$ cat config.mk
export PLATFORM = sky130hd
export DESIGN_NAME = cps_ctrl
export DESIGN_NICKNAME = d
export VERILOG_FILES = /design/src/hw/rtl/cps_pkg.sv /design/src/hw/rtl/cps_ctrl.sv
export SDC_FILE = /design/constraint.sdc
export NUM_CORES = 1
export LEC_CHECK = 0
export CAP_MARGIN = 40
export CORE_AREA = 2 2 52 44
export CTS_CLUSTER_DIAMETER = 40
export DETAILED_ROUTE_END_ITERATION = 8
export DIE_AREA = 0 0 54 46
export DONT_BUFFER_PORTS = 1
export GPL_TIMING_DRIVEN = 0
export PLACE_DENSITY = 0.49
export RECOVER_POWER = 50
export SETUP_SLACK_MARGIN = 0.05
export SLEW_MARGIN = 20
export SYNTH_ARGS = -nofsm -noshare
export SYNTH_HDL_FRONTEND = slang
export SYNTH_SLANG_ARGS = --single-unit
export TNS_END_PERCENT = 5
$ cat constraint.sdc
create_clock -name clk -period 2.6 [get_ports clk]
set_input_delay 0.13 -clock clk [delete_from_list [all_inputs] [get_ports clk]]
set_output_delay 0.13 -clock clk [all_outputs]
set_load 0.05 [all_outputs]
$ cat src/hw/rtl/cps_pkg.sv
`timescale 1ns / 1ps
// shared types and constants for the closest-point-on-segments block
// no dependencies; used by cps_ctrl, cps_datapath and the top level under hw/rtl

package cps_pkg;

    localparam int COORD_WIDTH_DEFAULT = 32;
    localparam int FIELD_W             = 32;
    localparam int FRAC_W              = 32;
    localparam int DIST_W              = 64;
    localparam int PADDR_W             = 4;
    localparam int PDATA_W             = 64;

    localparam logic [DIST_W-1:0] THRESH_RESET = 64'd42949673;

    // register select, taken from paddr[3] (8-byte register spacing)
    localparam logic REG_DEGENERATE_THRESHOLD = 1'b0;

    typedef enum logic [4:0] {
        OP_NONE,
        OP_LOAD,
        OP_DIFF,
        OP_SQ_DX,
        OP_SQ_DY,
        OP_DOT_X,
        OP_DOT_Y,
        OP_DOT_SUM,
        OP_CLASSIFY,
        OP_OFS_X,
        OP_OFS_Y,
        OP_OFS_END,
        OP_DIST_DIFF,
        OP_SQ_PX,
        OP_SQ_PY,
        OP_DIST_SUM,
        OP_UPDATE,
        OP_EMIT
    } op_t;

    typedef struct packed {
        op_t  op;
        logic div_start;
    } cmd_t;

    typedef struct packed {
        logic need_div;
        logic div_done;
        logic out_free;
    } status_t;

    typedef struct packed {
        logic               first_item;
        logic [FIELD_W-1:0] query_x;
        logic [FIELD_W-1:0] query_y;
        logic [FIELD_W-1:0] query_z;
        logic [FIELD_W-1:0] start_x;
        logic [FIELD_W-1:0] start_y;
        logic [FIELD_W-1:0] end_x;
        logic [FIELD_W-1:0] end_y;
    } item_t;

endpackage

$ cat src/hw/rtl/cps_ctrl.sv
`timescale 1ns / 1ps
// controller: sequences one request through the datapath and emits results
// depends on cps_pkg

module cps_ctrl (
    input  logic              clk,
    input  logic              rst_n,
    input  logic              in_valid,
    output logic              in_ready,
    input  logic              last_item,
    input  logic              segment_present,
    input  cps_pkg::status_t  st,
    output cps_pkg::cmd_t     cmd
);

    typedef enum logic [4:0] {
        S_IDLE,
        S_DIFF,
        S_SQ_DX,
        S_SQ_DY,
        S_DOT_X,
        S_DOT_Y,
        S_DOT_SUM,
        S_CLASSIFY,
        S_DIV,
        S_OFS_X,
        S_OFS_Y,
        S_OFS_END,
        S_DIST_DIFF,
        S_SQ_PX,
        S_SQ_PY,
        S_DIST_SUM,
        S_UPDATE,
        S_EMIT
    } state_t;

    state_t state_reg;
    logic   last_reg;

    always_ff @(posedge clk or negedge rst_n)
    begin
        if (!rst_n)
        begin
            state_reg <= S_IDLE;
            last_reg  <= 1'b0;
        end
        else
        begin
            unique case (state_reg)
                S_IDLE:
                begin
                    if (in_valid)
                    begin
                        last_reg <= last_item;
                        if (segment_present)
                        begin
                            state_reg <= S_DIFF;
                        end
                        else if (last_item)
                        begin
                            state_reg <= S_EMIT;
                        end
                    end
                end
                S_DIFF:      state_reg <= S_SQ_DX;
                S_SQ_DX:     state_reg <= S_SQ_DY;
                S_SQ_DY:     state_reg <= S_DOT_X;
                S_DOT_X:     state_reg <= S_DOT_Y;
                S_DOT_Y:     state_reg <= S_DOT_SUM;
                S_DOT_SUM:   state_reg <= S_CLASSIFY;
                S_CLASSIFY:  state_reg <= st.need_div ? S_DIV : S_DIST_DIFF;
                S_DIV:
                begin
                    if (st.div_done)
                    begin
                        state_reg <= S_OFS_X;
                    end
                end
                S_OFS_X:     state_reg <= S_OFS_Y;
                S_OFS_Y:     state_reg <= S_OFS_END;
                S_OFS_END:   state_reg <= S_DIST_DIFF;
                S_DIST_DIFF: state_reg <= S_SQ_PX;
                S_SQ_PX:     state_reg <= S_SQ_PY;
                S_SQ_PY:     state_reg <= S_DIST_SUM;
                S_DIST_SUM:  state_reg <= S_UPDATE;
                S_UPDATE:    state_reg <= last_reg ? S_EMIT : S_IDLE;
                S_EMIT:
                begin
                    // wait for the output register to drain
                    if (st.out_free)
                    begin
                        state_reg <= S_IDLE;
                    end
                end
                default:     state_reg <= S_IDLE;
            endcase
        end
    end

    assign in_ready = (state_reg == S_IDLE);

    always_comb
    begin
        cmd.div_start = (state_reg == S_CLASSIFY) && st.need_div;
        unique case (state_reg)
            S_IDLE:      cmd.op = in_valid ? cps_pkg::OP_LOAD : cps_pkg::OP_NONE;
            S_DIFF:      cmd.op = cps_pkg::OP_DIFF;
            S_SQ_DX:     cmd.op = cps_pkg::OP_SQ_DX;
            S_SQ_DY:     cmd.op = cps_pkg::OP_SQ_DY;
            S_DOT_X:     cmd.op = cps_pkg::OP_DOT_X;
            S_DOT_Y:     cmd.op = cps_pkg::OP_DOT_Y;
            S_DOT_SUM:   cmd.op = cps_pkg::OP_DOT_SUM;
            S_CLASSIFY:  cmd.op = cps_pkg::OP_CLASSIFY;
            S_DIV:       cmd.op = cps_pkg::OP_NONE;
            S_OFS_X:     cmd.op = cps_pkg::OP_OFS_X;
            S_OFS_Y:     cmd.op = cps_pkg::OP_OFS_Y;
            S_OFS_END:   cmd.op = cps_pkg::OP_OFS_END;
            S_DIST_DIFF: cmd.op = cps_pkg::OP_DIST_DIFF;
            S_SQ_PX:     cmd.op = cps_pkg::OP_SQ_PX;
            S_SQ_PY:     cmd.op = cps_pkg::OP_SQ_PY;
            S_DIST_SUM:  cmd.op = cps_pkg::OP_DIST_SUM;
            S_UPDATE:    cmd.op = cps_pkg::OP_UPDATE;
            S_EMIT:      cmd.op = st.out_free ? cps_pkg::OP_EMIT : cps_pkg::OP_NONE;
            default:     cmd.op = cps_pkg::OP_NONE;
        endcase
    end

endmodule

### Word level (Yosys, flattened, before mapping)

Index checks and enable logic that the tools add are counted.

| storage, ports and cells | value |
|---|---|
| register bits | 6 |
| output and inout port bits | 7 |
| logic and storage cells | 38 |

| cells by class | value |
|---|---|
| eq/ne operators | 21 |
| muxes and demuxes | 11 |
| reductions and logical operators | 4 |

Operator list:

| kind | count |
|---|---|
| $pmux W5 S18 | 1 |
| $pmux W5 S17 | 1 |
| $eq A5 B4 Y1 const B | 8 |
| $mux W5 | 7 |
| $eq A5 B3 Y1 const B | 4 |
| $eq A5 B2 Y1 const B | 2 |
| $eq A5 B5 Y1 const B | 2 |
| $ne A2 B2 Y1 const B | 3 |
| $eq A5 B1 Y1 const B | 1 |
| $logic_not A5 Y1 | 1 |
| $reduce_and A4 Y1 | 1 |
| $mux W3 | 1 |
| $ne A3 B1 Y1 const B | 1 |
| $reduce_and A2 Y1 | 1 |
| $logic_and A1 B1 Y1 | 1 |
| $mux W1 | 1 |

### Logic depth before layout (Yosys ltp)

Gate-level depths: netlist of the first run.

| depth | value |
|---|---|
| depth in word-level cells | 4 |
| mapped depth | 5 |
| mapped depth without buffers | 4 |

### Least setup slack after synthesis of the first run

Ideal clock, no wire load.

| path | value |
|---|---|
| kind | register to output |
| from | register state_reg[0] |
| to | output cmd[0] (netlist bit) |
| data arrival time | 2.465 ns |
| required time | 2.470 ns |
| slack | 0.005 ns |
| stages on the path, launching flop included | 4 |
| buffers on the path | 1 |
| cells stage by stage | dfrtp_1 -> clkbuf_1 -> nand3_1 -> nor4b_1 |

RTL lines:

| item | line | text |
|---|---|---|
| start, declared | cps_ctrl.sv:37 | `state_t state_reg;` |
| start signal, assigned | cps_ctrl.sv:71 | `S_CLASSIFY: state_reg <= st.need_div ? S_DIV : S_DIST_DIFF;` |
| start signal, assigned | cps_ctrl.sv:86 | `S_UPDATE: state_reg <= last_reg ? S_EMIT : S_IDLE;` |
| end, declared | cps_ctrl.sv:13 | `output cps_pkg::cmd_t cmd` |

==> results of run 1 <==
[final cells by class]
type / instances / share of cell area, %
timing repair buffer: 4 / 5.66
buffer: 5 / 4.79
multi-input combinational: 47 / 52.7
inverter: 2 / 1.31
tap: 25 / 5.45
sequential: 6 / 26.1
clock buffer: 3 / 3.92
[cells in the final DEF (no fill, tap or decap), types with 2 or more instances in the layout]
cell | netlist | routed
inv_1 | 2 | 2
o21ai_0 | 2 | 2
nand2_1 | 7 | 7
xnor2_1 | 4 | 4
nor2b_1 | 3 | 3
a21oi_1 | 4 | 4
dfrtp_1 | 6 | 6
clkbuf_1 | 3 | 3
o21ai_1 | 2 | 2
clkbuf_4 | 0 | 3
buf_4 | 0 | 3
nor2_1 | 10 | 10
[repair_timing]
| item | in CTS | in global routing |
|---|---|---|
| resized for setup | 0 | 0 |
| hold buffers | 1 | 0 |
| hold endpoints to repair | 6 | 0 |
[layer usage]
layer  global-route usage [%]  part of all wire [%]  wire length [um]
met4                     4.50                     0                 0
met2                     15.4                    50               531
met5                        0                     0                 0
met1                     11.9                    43               458
met3                     2.63                   7.6                81
[synth_stat cells]
cell type  count  area share, %
nor2_1        10            7.9
nand2_1        7            5.5
dfrtp_1        6             32
a21oi_1        4            4.2
xnor2_1        4            7.4
clkbuf_1       3            2.4
nor2b_1        3            4.0
inv_1          2            1.6
nor4b_1        2            3.7
o21ai_0        2            2.1
o21ai_1        2            2.1
a2111oi_0      1            1.8
a22o_1         1            1.8
a22oi_1        1            1.6
and3_1         1            1.3
buf_2          1            1.1
buf_6          1            2.4
mux2_4         1            3.2
nand3_1        1            1.1
nor2_4         1            2.4
nor3_1         1            1.1
o32a_1         1            2.1
o41ai_1        1            1.8
or2_2          1            1.3
or4_4          1            2.4
or4b_1         1            2.1
[metrics by stage]
step                      instances  TNS, ps  worst slack (ps)  instance area, um^2
after detailed placement         88        0               699                  542
after CTS                        92        0               454                  574
after global routing             92        0               328                  574
after global placement           85    -53.7             -53.7                  512
final                            92        0               496                  574
after floorplan                  60        0               133                  480
[logic make-up after synthesis]
group | synth area share (%)
and+or+nand+nor | 32.7
AOI/OAI and AO/OA | 17.7
buffers and inverters | 7.39
DFF | 31.7
xor gates and xnor gates | 7.39
muxes | 3.17
[final timing paths]
kind                           endpoint  depth (start not counted)          from  slack, ps
setup / recovery                 cmd[3]                          5  state_reg[0]        500
hold / removal                 last_reg                          1     last_item         40
setup reg to reg               last_reg                          4  state_reg[0]        790
hold reg to reg                last_reg                          1      last_reg        550
max in group asynchronous  state_reg[3]                          1         rst_n       2180
min in group asynchronous  state_reg[0]                          1         rst_n        200
==> flow_summary.ini, run 1 <==
[status]
status = complete, no violations

[floorplanning]
row_count = 15
ioPinCount = 15
core_area_um2 = 2030
die-area_um2 = 2480
die-width_um = 54
start_util_pct = 23.4
die_y_um = 46

[route]
wl_per_cell_um = 11.7
drtIter0Drc = 15
routed_via_density = 4.77
vias = 439
wirelength_um = 1070
dr.pass1.iters = 5
ant_nets = 0
drc = 0

[worst_setup_path]
worstPathRequired_ps = 2470
cp_data_arrival_time_ps = 1970
cp_max_fo = 10
crit_family = simple AND/OR/NAND/NOR gates
worst_path_largest_cell_delay_ps = 660
slowest_stage = nor2_1
endpoint_kind = primary output
cp_cell_sequence = clkbuf_1, nand2_1, nor2_1, xnor2_1, nor2_1
worstSetupPathType = reg2out
worst_setup_path_start_kind = register
cpMostUsedCell = nor2_1
path_buf_inv = 1

[cells_and_area]
final_nets = 77
drive_gt1_share_pct = 20.9
diodes = 0
multi_input_area_um2 = 303
largest_register_ffs = 5
final_util_pct = 28.3
areaGrowthSynthToFinish_pct = 21.1
nFillCells = 229
regArea_um2 = 150

[synthesis]
avgSynthCellArea_um2 = 7.90
synth-seq-cells = 6
netlist_instances = 60
syn-num-nets = 68
ys_types = 26
netlist_area_um2 = 474
yosys_warnings = 0
yosysSeqAreaShare_pct = 31.7

[placement]
portBuffers = 0
hpwl_um = 823
routabilityCongestion = 0.713

[timing]
clock.fmax_mhz = 475
fin_skew_ps = 5.77
period_share_pct = 80.9
whs_ps = 38.9
relSlewSlack_pct = 41.7
slew_violations = 0
finalSetupViolCount = 0
finalHoldViolCount = 0
worst_pin_slew_ps = 871
period_needed_ps = 2100
rsz0062_at_grt = false

[global_route]
grt_max_degree = 11
antenna_found_initial = 0
first_global_vias = 373
grt_use_total_pct = 9.60
grt_pass1_wl_um = 1660
overflow = 0

[cts]
htreeDepth = 1
cts_sinks = 6
postCtsSetupRepairBufs = 0
path_clk_slew_ps = 50
cts_tree = built
cts_buffers = 3
cts_root_buffer = clkbuf_4
clk_path_buf_depth = 2
clk_latency_ps = 240

[flow_run]
maxCapViolations = 0

[min_path]
hp-class = in2reg
Power of run 1 is not shown: default switching activity piles up to over one toggle a cycle in this logic, so the estimate is an artifact.
==> inputs of run 2 (changes only) <==
- PLACE_DENSITY: 0.49 -> 0.5
- clock period: 2.6 -> 1.9 ns (I/O delays scaled with it)
==> run 2 against run 1 <==
Against the previous run: critical path depth did not move; die area did not move; sequential cell count did not move; critical endpoint is now last_reg; largest cell class unchanged; via count rose by 6.4%; clock skew fell by 2.1 ps.
==> flow_summary.ini, run 2 (same netlist as run 1, synthesis figures left out) <==
[route]
ant_nets = 0
routed_via_density = 4.92
dr.pass1.iters = 4
wirelength_um = 1180
vias = 467
drtIter0Drc = 3
drc = 0
wl_per_cell_um = 12.4

[timing]
finalSetupTns_ps = 0
setup_ws_ps = 82.9
slew_violations = 0
period_share_pct = 95.6
relSlewSlack_pct = 48.5
fin_skew_ps = 3.66
worst_pin_slew_ps = 771
rsz0062_at_grt = true
finalSetupViolCount = 0
period_needed_ps = 1820
finalHoldViolCount = 0
clock.fmax_mhz = 550

[cells_and_area]
final_nets = 80
largest_register_ffs = 5
diodes = 0
areaGrowthSynthToFinish_pct = 37.2
nFillCells = 220
final_cell_mix = nor2_1, nand2_1, dfrtp_1
final_common_cell = nor2_1
drive_gt1_share_pct = 34.3

[placement]
dpl_worst_slack_ps = 37.8
portBuffers = 0
routabilityCongestion = 0.794
hpwl_um = 818

[flow_run]
maxCapViolations = 0

[floorplanning]
die-area_um2 = 2480
row_count = 15
die_y_um = 46
start_util_pct = 23.4
ioPinCount = 15
core_area_um2 = 2030
die-width_um = 54

[worst_setup_path]
cp_max_fo = 10
cp_data_arrival_time_ps = 1940
worst_setup_path_start_kind = register
endpoint_kind = register
worstPathRequired_ps = 2020
worstSetupPathType = reg2reg

[global_route]
gr-usage-met3_pct = 5.59
grt_use_total_pct = 10.9
grt_use_met1_pct = 16.1
use_met2_pct = 13.4
top_usage_layer = met1
antenna_found_initial = 0
grt_max_degree = 11
grt_pass1_wl_um = 1870
overflow = 0
first_global_vias = 419

[cts]
path_clk_slew_ps = 40
htreeDepth = 1
cts_buffers = 3
cts_tree = built
clk_latency_ps = 240
cts_sinks = 6
clk_path_buf_depth = 2
cts_root_buffer = clkbuf_4

[status]
status = complete, no violations

[min_path]
hp-class = in2reg
==> run 2: area by class of cell <==
class	instances	area (um^2)	area share (%)
multi-input cells	47	344	52.9
flip-flops and latches	6	150	23.1
repair buffers	7	57.6	8.85
plain buffers	5	37.5	5.77
well taps	25	31.3	4.81
clock buffers	3	22.5	3.46
inverters	2	7.51	1.15
==> run 2: final timing paths <==
path	endpoint	depth (start not counted)	startpoint	slack [ps]
setup / recovery	last_reg	5	state_reg[2]	80
hold / removal	state_reg[0]	3	st[0]	70
setup reg to reg	last_reg	5	state_reg[2]	80
hold reg to reg	last_reg	1	last_reg	550
max in group asynchronous	last_reg	1	rst_n	1520
min in group asynchronous	state_reg[1]	1	rst_n	160
==> run 2: stage by stage <==
step | cells | hold WS, ps | util (%) | area, um^2
2_1_floorplan | 60 | -201 | - | 488
3_3_place_gp | 85 | -200 | 25.6 | 519
3_5_place_dp | 87 | -200 | 26.9 | 546
4_1_cts | 92 | 52.3 | 30.0 | 608
5_1_grt | 95 | 57.2 | 32.1 | 651
6_report | 95 | 67.5 | 32.1 | 651
==> run 2: worst max-delay path: stages (launching register included) <==
cell and delay (ps):
dfrtp_1 360, buf_6 140, or4_4 460, nor2_4 340, nand2_2 100, mux2_4 300
==> run 2: timing repair <==
item                                    in CTS  in global routing
hold endpoints to repair                     7                  0
endpoints found under the setup margin       6                  8
gates resized for setup                      6                  9
buffers inserted                             0                  3
hold buffers                                 2                  0
pin swaps                                    1                  2
==> run 2: layer usage <==
metal	routed length, um	vias to the layer above
met5	0	-
met4	0	0
met3	101	0
met2	493	17
met1	585	215
li1	-	235
Power of run 2 is left out for the same reason.
==> inputs of run 3 (changes only) <==
- ABC_AREA: not set -> 1
- CORE_AREA: 2 2 52 44 -> 2 2 56 48
- DIE_AREA: 0 0 54 46 -> 0 0 58 50
- PLACE_DENSITY: 0.5 -> 0.49
==> run 3 against run 2 <==
Against the previous run: sequential share of layout area fell by 0.52 points; maximum frequency rose by 4.7%; clock-buffer cell count did not move; synthesized area rose by 17%; via count rose by 18%.
==> flow_summary.ini, run 3 <==
[status]
status = complete, no violations

[cts]
clk_latency_ps = 250
htreeDepth = 1
postCtsSetupRepairBufs = 0
cts_sinks = 6
clk_path_buf_depth = 2
cts_root_buffer = clkbuf_4
path_clk_slew_ps = 50
cts_tree = built
cts_buffers = 3

[cells_and_area]
regArea_um2 = 150
areaGrowthSynthToFinish_pct = 20.1
multi_input_area_um2 = 334
final_cell_mix = nand2_1, nand3_1, nor2_1
nFillCells = 273
final_common_cell = nand2_1
diodes = 0
final_nets = 105
drive_gt1_share_pct = 23.2
largest_register_ffs = 5
stdcell_count = 122

[worst_setup_path]
slowest_stage = dlygate4sd3_1
endpoint_kind = register
crit_family = buffers and inverters
worst_path_largest_cell_delay_ps = 560
ff2ff_setup_slack_ps = 160
r2r-end = last_reg
worstSetupPathType = reg2reg
timing.rr.start = state_reg[3]
cp_cell_sequence = nor2_4, nand3_1, clkinv_4, nand3_1, dlygate4sd3_1, nand2_1
cp_data_arrival_time_ps = 1920
path_buf_inv = 2
cp_max_fo = 5
worst_setup_path_start_kind = register
worstPathRequired_ps = 2090
r2r_cells = 6
cpMostUsedCell = nand3_1

[synthesis]
synthArstFlopShare_pct = 100
ys.flop_type = dfrtp_1
yosys_warnings = 0
syn-num-nets = 94
netlist_area_um2 = 554
synth.top_cell.area_share_pct = 27.1
netlist_top_cells_area = dfrtp_1, nand2_1, nand3_1, nor2_4, nor2_1
ys_types = 18
yosysTopAreaCell = dfrtp_1
avgSynthCellArea_um2 = 6.45
synth-edff-count = 0
netlist_instances = 86
yosysSeqAreaShare_pct = 27.1
synth.most_common_cell = nand2_1
synth-seq-cells = 6
netlist_top_cells_count = nand2_1, nand3_1, nor2_1

[global_route]
grt_use_total_pct = 11.4
overflow = 0
first_global_vias = 555
grt_pass1_wl_um = 2420
antenna_found_initial = 0
grt_max_degree = 10

[timing]
period_share_pct = 91.3
relSlewSlack_pct = 68.2
rsz0062_at_grt = false
finalHoldViolCount = 0
fin_skew_ps = 7.07
period_needed_ps = 1740
worst_pin_slew_ps = 475
slew_violations = 0
finalSetupTns_ps = 0
clock.fmax_mhz = 576
finalSetupViolCount = 0

[placement]
hpwl_um = 1120
placed_cells = 116
portBuffers = 0
routabilityCongestion = 0.859

[floorplanning]
die-area_um2 = 2900
ioPinCount = 15
row_count = 16
die_y_um = 50
die-width_um = 58
start_util_pct = 23.9
core_area_um2 = 2320

[route]
vias = 553
wl_per_cell_um = 11.8
drtIter0Drc = 25
routed_via_density = 4.53
drc = 0
wirelength_um = 1440
dr.pass1.iters = 4
ant_nets = 0

[min_path]
worstHoldPathCells = 3
worstHoldStart = in_valid
hp-class = in2reg
hold_end = last_reg

[flow_run]
maxCapViolations = 0
run 3: how the worst max path moves through the flow:
| stage | from | end | slack (ps) | cells after the start |
|---|---|---|---|---|
| after global placement | state_reg[4] | cmd[4] | 150 | 4 |
| after CTS | state_reg[1] | last_reg | 110 | 7 |
| after global routing | state_reg[1] | cmd[2] | 50 | 6 |
| after detailed placement | state_reg[1] | cmd[1] | 290 | 6 |
| after floorplan | state_reg[4] | cmd[4] | 280 | 4 |
| final | state_reg[3] | last_reg | 160 | 6 |
run 3: worst min-delay path: stages:
cell     delay [ps]
nand2_1          70
nand2_1          60
nand2_1          40
run 3: kinds of logic after synthesis:
logic type             count (synthesis)  synth area share (%)
and+or+nand+nor                       60                  53.5
buffers and inverters                 14                  12.2
DFF                                    6                  27.1
AOI/OAI and AO/OA                      6                  7.22
run 3: final cells by class:
type	instances	share of cell area, %
Tap cell	27	5.08
Inverter	12	7.52
Timing Repair Buffer	6	7.89
Buffer	2	3.38
Sequential cell	6	22.6
Multi-Input combinational cell	66	50.2
Clock buffer	3	3.38
run 3: timing repair:
| action | in CTS | in global routing |
|---|---|---|
| endpoints found under the setup margin | 1 | 1 |
| gates resized for setup | 1 | 2 |
| hold buffers | 3 | 0 |
| hold endpoints to repair | 7 | 0 |
run 3: metal layers:
| layer | GRT usage [%] | wire length [um] | up-vias |
|---|---|---|---|
| li1 | - | - | 290 |
| met1 | 14.8 | 725 | 244 |
| met2 | 16.1 | 600 | 17 |
| met3 | 5.77 | 103 | 2 |
| met5 | 0 | 0 | - |
| met4 | 3.49 | 12 | 0 |
run 3: through the flow:
step / util (%) / worst slack, ps / instance area (um^2) / hold slack, ps
2_1_floorplan: - / 276 / 554 / -201
5_1_grt: 28.7 / 51.4 / 666 / 93.4
3_5_place_dp: 26.3 / 289 / 611 / -200
3_3_place_gp: 25.3 / 148 / 588 / -200
6_report: 28.7 / 165 / 666 / 61.1
4_1_cts: 28.8 / 107 / 668 / 60.0
Power of run 3 is left out for the same reason.
